--- src/rtl/exp_golomb_ue_decoder_defines.svh ---
// Assertion macros used by the back end of the Exp-Golomb decoder.
`ifndef EXP_GOLOMB_UE_DECODER_DEFINES_SVH
`define EXP_GOLOMB_UE_DECODER_DEFINES_SVH

// Same-cycle implication, sampled on clk and disabled while arst_n is low.
`define EGD_ASSERT_IMP(label, ante, cons, msg) \
	label: assert property (@(posedge clk) disable iff (!arst_n) (ante) |-> (cons)) \
		else $error(msg);

// Next-cycle implication, sampled on clk and disabled while arst_n is low.
`define EGD_ASSERT_NXT(label, ante, cons, msg) \
	label: assert property (@(posedge clk) disable iff (!arst_n) (ante) |=> (cons)) \
		else $error(msg);

`endif

--- src/rtl/egd_pkg.sv ---
// Package with the types and constants of the Exp-Golomb ue(v) decoder.
`timescale 1ns / 1ps
`default_nettype none

package egd_pkg;

	localparam int MAX_PREFIX  = 31;
	localparam int QUEUE_DEPTH = 4;
	localparam int QUEUE_AW    = $clog2(QUEUE_DEPTH);
	localparam int QUEUE_CW    = $clog2(QUEUE_DEPTH + 1);

	typedef struct packed {
		logic [7:0] data_byte;
		logic       restart;
	} egd_in_t;

	typedef struct packed {
		logic [31:0] code_value;
		logic        overflow;
		logic        last;
	} egd_out_t;

	// One queued byte with its front-end classification.
	typedef struct packed {
		logic [7:0] data_byte;
		logic       restart;
		logic       all_zero;
	} egd_entry_t;

	typedef struct packed {
		logic       valid;
		egd_entry_t entry;
	} egd_head_t;

	typedef struct packed {
		logic        in_suffix;
		logic [5:0]  zero_run;
		logic [5:0]  bits_left;
		logic [31:0] accumulator;
	} egd_code_t;

	typedef struct packed {
		logic     valid;
		egd_out_t res;
	} egd_pend_t;

endpackage

`default_nettype wire

--- src/rtl/exp_golomb_ue_decoder.sv ---
// Top level of the unsigned Exp-Golomb ue(v) decoder.
`timescale 1ns / 1ps
`default_nettype none

// Bytes enter a four-entry queue, where each is tagged when it holds no one bit. The back
// end decodes one bit per cycle while the pending slot can take a result; a tagged byte
// that can neither finish nor overflow the current zero prefix skips the bit engine and
// is consumed when it is loaded. Loading the next byte overlaps the last bit of the
// current one, so the engine does not idle between the bytes of a steady stream while
// results are taken. Each completed code waits in a pending register until the next code
// or the end of its byte shows whether it is the last result of that byte, then moves to
// the output register.
module exp_golomb_ue_decoder
	import egd_pkg::*;
(
	input  wire logic    clk,
	input  wire logic    arst_n,
	input  wire logic    byte_valid,
	output logic         byte_ready,
	input  wire egd_in_t byte_item,
	output logic         res_valid,
	input  wire logic    res_ready,
	output egd_out_t     res_item
);

	egd_head_t head;
	logic      head_pop;

	egd_front u_front (
		.clk        (clk),
		.arst_n     (arst_n),
		.byte_valid (byte_valid),
		.byte_ready (byte_ready),
		.byte_item  (byte_item),
		.head       (head),
		.head_pop   (head_pop)
	);

	egd_back u_back (
		.clk       (clk),
		.arst_n    (arst_n),
		.head      (head),
		.head_pop  (head_pop),
		.res_valid (res_valid),
		.res_ready (res_ready),
		.res_item  (res_item)
	);

endmodule

`default_nettype wire

--- src/rtl/egd_front.sv ---
// Front end: accepts bytes, classifies them and holds them in a short queue.
`timescale 1ns / 1ps
`default_nettype none

module egd_front
	import egd_pkg::*;
(
	input  wire logic      clk,
	input  wire logic      arst_n,
	input  wire logic      byte_valid,
	output logic           byte_ready,
	input  wire egd_in_t   byte_item,
	output egd_head_t      head,
	input  wire logic      head_pop
);

	egd_entry_t            entries_q [QUEUE_DEPTH];
	logic [QUEUE_AW-1:0]   wr_ptr_q;
	logic [QUEUE_AW-1:0]   rd_ptr_q;
	logic [QUEUE_CW-1:0]   count_q;
	logic                  push;
	logic                  pop;

	assign byte_ready = (count_q != QUEUE_CW'(QUEUE_DEPTH));
	assign push       = byte_valid && byte_ready;
	assign pop        = head_pop && (count_q != '0);

	assign head.valid = (count_q != '0);
	assign head.entry = entries_q[rd_ptr_q];

	always_ff @(posedge clk) begin
		if (push) begin
			entries_q[wr_ptr_q].data_byte <= byte_item.data_byte;
			entries_q[wr_ptr_q].restart   <= byte_item.restart;
			entries_q[wr_ptr_q].all_zero  <= (byte_item.data_byte == 8'd0);
		end
	end

	always_ff @(posedge clk or negedge arst_n) begin
		if (!arst_n) begin
			wr_ptr_q <= '0;
			rd_ptr_q <= '0;
			count_q  <= '0;
		end else begin
			if (push) begin
				wr_ptr_q <= wr_ptr_q + QUEUE_AW'(1);
			end
			if (pop) begin
				rd_ptr_q <= rd_ptr_q + QUEUE_AW'(1);
			end
			case ({push, pop})
				2'b10:   count_q <= count_q + QUEUE_CW'(1);
				2'b01:   count_q <= count_q - QUEUE_CW'(1);
				default: count_q <= count_q;
			endcase
		end
	end

endmodule

`default_nettype wire

--- src/rtl/egd_back.sv ---
// Back end: bit-serial ue(v) decode engine with a pending result and output register.
`timescale 1ns / 1ps
`default_nettype none
`include "exp_golomb_ue_decoder_defines.svh"

module egd_back
	import egd_pkg::*;
(
	input  wire logic      clk,
	input  wire logic      arst_n,
	input  wire egd_head_t head,
	output logic           head_pop,
	output logic           res_valid,
	input  wire logic      res_ready,
	output egd_out_t       res_item
);

	egd_code_t   code_q;
	logic [7:0]  byte_q;
	logic [2:0]  bit_idx_q;
	logic        busy_q;
	egd_pend_t   pend_q;
	logic        out_valid_q;
	egd_out_t    out_q;

	logic        o_free;
	logic        step;
	logic        bit_in;
	logic        is_end;
	logic        emit;
	egd_out_t    emit_res;
	egd_code_t   code_step;
	egd_code_t   code_d;
	logic        fast;
	logic        p_move;
	logic [31:0] acc_shift;
	logic [5:0]  run_inc;
	logic [5:0]  left_dec;

	assign o_free = !out_valid_q || res_ready;
	// A bit is only decoded when the pending slot can make room for a new result.
	assign step   = busy_q && (!pend_q.valid || o_free);
	assign bit_in = byte_q[bit_idx_q];
	assign is_end = step && (bit_idx_q == 3'd0);

	assign acc_shift = {code_q.accumulator[30:0], bit_in};
	assign run_inc   = code_q.zero_run + 6'd1;
	assign left_dec  = code_q.bits_left - 6'd1;

	// One bit of the ue(v) grammar.
	always_comb begin
		code_step           = code_q;
		emit                = 1'b0;
		emit_res.code_value = '0;
		emit_res.overflow   = 1'b0;
		emit_res.last       = is_end;
		if (!code_q.in_suffix) begin
			if (!bit_in) begin
				if (run_inc > 6'(MAX_PREFIX)) begin
					emit              = 1'b1;
					emit_res.overflow = 1'b1;
					code_step         = '0;
				end else begin
					code_step.zero_run = run_inc;
				end
			end else if (code_q.zero_run == 6'd0) begin
				emit      = 1'b1;
				code_step = '0;
			end else begin
				code_step.in_suffix   = 1'b1;
				code_step.bits_left   = code_q.zero_run;
				code_step.accumulator = '0;
			end
		end else begin
			code_step.accumulator = acc_shift;
			code_step.bits_left   = left_dec;
			if (left_dec == 6'd0) begin
				emit                = 1'b1;
				emit_res.code_value = acc_shift
					+ ((32'd1 << code_q.zero_run) - 32'd1);
				code_step           = '0;
			end
		end
	end

	assign head_pop = head.valid && (!busy_q || is_end);

	// Code state after this cycle's bit and an optional byte load.
	always_comb begin
		code_d = step ? code_step : code_q;
		fast   = 1'b0;
		if (head_pop) begin
			if (head.entry.restart) begin
				code_d = '0;
			end
			// An all-zero byte that cannot finish or overflow a prefix passes at once.
			if (head.entry.all_zero && !code_d.in_suffix
					&& ({1'b0, code_d.zero_run} + 7'd8 <= 7'(MAX_PREFIX))) begin
				fast            = 1'b1;
				code_d.zero_run = code_d.zero_run + 6'd8;
			end
		end
	end

	assign p_move = pend_q.valid && o_free && (pend_q.res.last || (step && emit));

	always_ff @(posedge clk) begin
		if (head_pop) begin
			byte_q <= head.entry.data_byte;
		end
		if (p_move) begin
			out_q <= pend_q.res;
		end
	end

	always_ff @(posedge clk or negedge arst_n) begin
		if (!arst_n) begin
			code_q      <= '0;
			bit_idx_q   <= '0;
			busy_q      <= 1'b0;
			pend_q      <= '0;
			out_valid_q <= 1'b0;
		end else begin
			code_q <= code_d;
			if (head_pop) begin
				bit_idx_q <= 3'd7;
				busy_q    <= !fast;
			end else begin
				if (step) begin
					bit_idx_q <= bit_idx_q - 3'd1;
				end
				if (is_end) begin
					busy_q <= 1'b0;
				end
			end

			if (step && emit) begin
				pend_q.valid <= 1'b1;
				pend_q.res   <= emit_res;
			end else if (p_move) begin
				pend_q.valid <= 1'b0;
			end else if (is_end && pend_q.valid) begin
				pend_q.res.last <= 1'b1;
			end

			if (p_move) begin
				out_valid_q <= 1'b1;
			end else if (res_ready) begin
				out_valid_q <= 1'b0;
			end
		end
	end

	assign res_valid = out_valid_q;
	assign res_item  = out_q;

	`EGD_ASSERT_IMP(a_ovf_zero, out_valid_q && out_q.overflow, out_q.code_value == 32'd0,
		"overflow result with nonzero value")
	`EGD_ASSERT_IMP(a_suffix_len, code_q.in_suffix,
		(code_q.bits_left != 6'd0) && (code_q.bits_left <= code_q.zero_run),
		"suffix count out of range")
	`EGD_ASSERT_IMP(a_run_max, 1'b1, code_q.zero_run <= 6'(MAX_PREFIX),
		"zero run beyond maximum prefix")
	`EGD_ASSERT_NXT(a_forward, step && emit && pend_q.valid, out_valid_q && pend_q.valid,
		"pending result lost on new emission")

endmodule

`default_nettype wire

--- config.mk ---
export PLATFORM = sky130hd
export DESIGN_NAME = exp_golomb_ue_decoder
export DESIGN_NICKNAME = d
export VERILOG_FILES = /design/src/rtl/egd_pkg.sv /design/src/rtl/exp_golomb_ue_decoder.sv /design/src/rtl/egd_front.sv /design/src/rtl/egd_back.sv
export VERILOG_INCLUDE_DIRS = /design/src /design/src/rtl
export SDC_FILE = /design/constraint.sdc
export NUM_CORES = 1
export LEC_CHECK = 0
export ABC_AREA = 1
export BUFFER_PORTS_ARGS = -buffer_cell sky130_fd_sc_hd__buf_4
export CAP_MARGIN = 10
export CELL_PAD_IN_SITES_DETAIL_PLACEMENT = 2
export CELL_PAD_IN_SITES_GLOBAL_PLACEMENT = 2
export CORE_MARGIN = 3
export CORE_UTILIZATION = 39
export CTS_CLUSTER_DIAMETER = 100
export DETAILED_ROUTE_END_ITERATION = 6
export PLACE_DENSITY_LB_ADDON = 0.1
export SLEW_MARGIN = 30
export SYNTH_ARGS = -nofsm -noshare
export SYNTH_HDL_FRONTEND = slang
export SYNTH_SLANG_ARGS = --single-unit
--- constraint.sdc ---
create_clock -name clk -period 4.35 [get_ports clk]
set_input_delay 0.2175 -clock clk [delete_from_list [all_inputs] [get_ports clk]]
set_output_delay 0.2175 -clock clk [all_outputs]
set_load 0.02 [all_outputs]
==> flow_metrics.py <==
metrics = {
    "run_status": {
        "outcome": "finished clean",
    },
    "route": {
        "drtAntennaViolNets": 0,
        "viasPerCell": 5.19,
        "drc_errors": 0,
        "drt_first_pass_iters": 6,
        "wl_per_cell_um": 18.8,
        "dr.first_iter.drc_count": 412,
        "wl_mm": 28.9,
        "via_count": 7965,
    },
    "sta": {
        "fin_crit_sh": 0.876,
        "clock_skew_ns": 0.0182,
        "maxSlewViolCount": 0,
        "finalHoldViolCount": 0,
        "setup-violations-final": 0,
        "finalCriticalPeriod_ns": 3.81,
        "max_slew_margin": 0.487,
        "setup_slack_ns": 0.541,
        "fin_tns_setup_ns": 0,
        "tightest_slew_ns": 0.769,
        "rsz0062_at_grt": "false",
        "max_freq_ghz": 0.263,
    },
    "logic_synthesis": {
        "yosysWarnings": 0,
        "syn-cell-area_um2": 9820,
        "ys_seq_area_frac": 0.483,
        "async_flop_share": 0.526,
        "ys_seq_elements": 173,
        "syn_avg_cell_area_um2": 8.64,
        "synth_nets": 1230,
        "ys_types": 47,
        "ys.flop_type": "dfrtp_1",
        "synth_edf_count": 82,
        "syn_inst": 1137,
    },
    "clock_tree": {
        "worst_setup_hold_path_clk_slew_ns": 0.08,
        "post_cts_resized": 0,
        "cts.path.max_buffers": 2,
        "clk-insertion-delay-late_ns": 0.45,
        "clock-sinks": 173,
        "cts_tree": "done",
        "cts_root_buffer": "clkbuf_16",
        "htreeDepth": 4,
        "numCtsBuffers": 17,
    },
    "cells_and_area": {
        "antenna_cells": 0,
        "multi_input_area_um2": 4280,
        "post-route-cell-area_um2": 11300,
        "seq_area_um2": 4740,
        "area_growth_pct": 15.3,
        "num-fill-cells": 2741,
        "drive_gt1_frac": 0.112,
        "fin_nets": 1290,
        "fin_util": 0.462,
    },
    "grt": {
        "grt_use_met1": 0.271,
        "met3_usage": 0.0303,
        "antenna_found_initial": 0,
        "grt_pass1_wl_mm": 47.8,
        "grt_pass1_vias": 8880,
        "met2_usage": 0.419,
        "grt-busiest-layer": "met2",
        "grt_max_degree": 57,
        "grt_overflow": 0,
        "grt_usage": 0.225,
    },
    "worst_hold_path": {
        "min_path_type": "in2reg",
    },
    "die": {
        "die_width_um": 165,
        "core_area_um2": 24500,
        "num_io_pins": 49,
        "die-area_um2": 27100,
        "row_count": 57,
        "die_y_um": 165,
        "start_util": 0.400,
    },
    "place": {
        "gp_congestion": 0.820,
        "placed_area_um2": 10600,
        "port_buffers": 48,
        "place.detailed.hpwl_mm": 20.9,
        "pre_cts_slack_ns": 0.621,
    },
    "power": {
        "p_leak_nw": 5.35,
        "power_w": 0.00973,
        "powerDensity_nw_per_um2": 859,
        "ir_drop_mv": 0.311,
    },
    "critical_path": {
        "worstSetupPathType": "reg2reg",
        "crit_top_cell": "nand2_1",
        "crit_path_cell_trace": "clkinv_1, nor3_1, nand2_1, ha_1, inv_1, ha_1, a21oi_1, o21ai_0, nand2_1, nand3_1, nand2_1, nand2_1, a21oi_1, inv_1, nand2_1, nand2_1, a21oi_1, o21ai_1, nand2_1",
        "critical-path-slowest-cell": "dfrtp_1",
        "cp-end-kind": "flop",
        "cp_slowest_stage_delay_ns": 0.61,
        "regToRegSetupSlack_ns": 0.54,
        "required_ns": 4.73,
        "start_kind": "flop",
        "crit_arrival_ns": 4.19,
        "crit_buf_inv": 3,
        "critPathMaxFanout": 11,
        "crit_family": "simple AND/OR/NAND/NOR gates",
    },
    "run": {
        "cap_violations": 0,
    },
}
-- layer usage --
metal	part of all wire	routed length, um
met1	0.43	12300
met2	0.53	15300
met3	0.022	624
met4	0.021	619
met5	0	0
-- cell usage in the layout (no fill, tap or decap), drive strengths merged, types with 6 or more instances in the layout --
master | netlist | routed
o22ai | 11 | 11
nor3 | 14 | 14
xnor2 | 12 | 12
nand2 | 255 | 255
clkinv | 3 | 8
clkbuf | 23 | 17
nand3 | 75 | 75
a21oi | 89 | 89
inv | 181 | 191
xor2 | 10 | 10
buf | 7 | 60
a31oi | 6 | 6
nor2 | 87 | 87
o21ai | 72 | 72
ha | 78 | 78
dlygate4sd3 | 0 | 11
dfrtp | 91 | 91
edfxtp | 82 | 82
-- through the flow --
stage / instances / hold WS (ns)
floorplan: 1137 / -0.0781
global placement: 1491 / 0.353
detailed placement: 1491 / 0.355
CTS: 1534 / 0.276
global route: 1534 / 0.323
finish: 1534 / 0.309
-- timing repair --
| item | CTS | global route |
|---|---|---|
| hold buffers | 11 | 0 |
| endpoints found under the hold margin | 92 | 0 |
| setup buffers | 0 | 0 |
-- cell usage after synthesis (all sizes together) (3+ instances only) --
library cell,instances,area [um2]
a21boi,3,22.5
a21oi,89,445
a31oi,6,37.5
buf,7,43.8
clkbuf,23,86.3
clkinv,3,12.5
dfrtp,91,2280
edfxtp,82,2460
ha,78,976
inv,181,679
nand2,255,995
nand3,75,400
nand4,5,37.5
nor2,87,339
nor3,14,70.1
o21a,5,37.5
o21ai,72,368
o21bai,4,30.0
o221ai,5,43.8
o22ai,11,68.8
or2,3,18.8
xnor2,12,105
xor2,10,87.6
-- worst register-to-register path: stages (launching register included) --
cell and delay, ns:
dfrtp_1 0.61, clkinv_1 0.37, nor3_1 0.38, nand2_1 0.10
ha_1 0.30, inv_1 0.05, ha_1 0.36, a21oi_1 0.23
o21ai_0 0.19, nand2_1 0.10, nand3_1 0.12, nand2_1 0.08
nand2_1 0.15, a21oi_1 0.21, inv_1 0.09, nand2_1 0.06
nand2_1 0.06, a21oi_1 0.13, o21ai_1 0.08, nand2_1 0.06
-- kinds of logic after synthesis --
family,Yosys count,share of synthesized area
compound gates,204,0.118
xor+xnor,22,0.0196
fa+ha+maj,80,0.103
buf+inv,214,0.0837
flops,173,0.483
simple gates,444,0.193
-- path summary, 6_finish.rpt --
kind,start,endpoint,cells past startpoint
min in group asynchronous,arst_n,u_back.pend_q[30],2
min,byte_valid,u_front.wr_ptr_q[0],3
max reg2reg,u_back.code_q[40],u_back.pend_q[29],19
max,u_back.code_q[40],u_back.pend_q[29],19
min reg2reg,u_back.pend_q[5],u_back.res_item[5],0
max in group asynchronous,arst_n,u_back.code_q[33],3
-- state kept, by name (all words and copies together), names as in the netlist --
register,count
u_back.acc_shift,31
u_back.bit_idx_q,3
u_back.busy_q,1
u_back.byte_q,8
u_back.code_q,13
u_back.pend_q,35
u_back.res_item,34
u_back.res_valid,1
u_front.count_q,3
u_front.entries_q,40
u_front.rd_ptr_q,2
u_front.wr_ptr_q,2
-- area by class of cell --
class / instances / share of cell area
Sequential cell: 173 / 0.418
Multi-Input combinational cell: 750 / 0.378
Inverter: 184 / 0.0611
Timing Repair Buffer: 71 / 0.0495
Clock buffer: 17 / 0.0376
Tap cell: 324 / 0.0358
Clock inverter: 15 / 0.0197
-- power by group --
group	internal (W)	switching, W
logic	0.00174	0.00367
registers	0.00233	0.000309
clock network	0.000817	0.000868
Power figures use the tool's default switching activity.
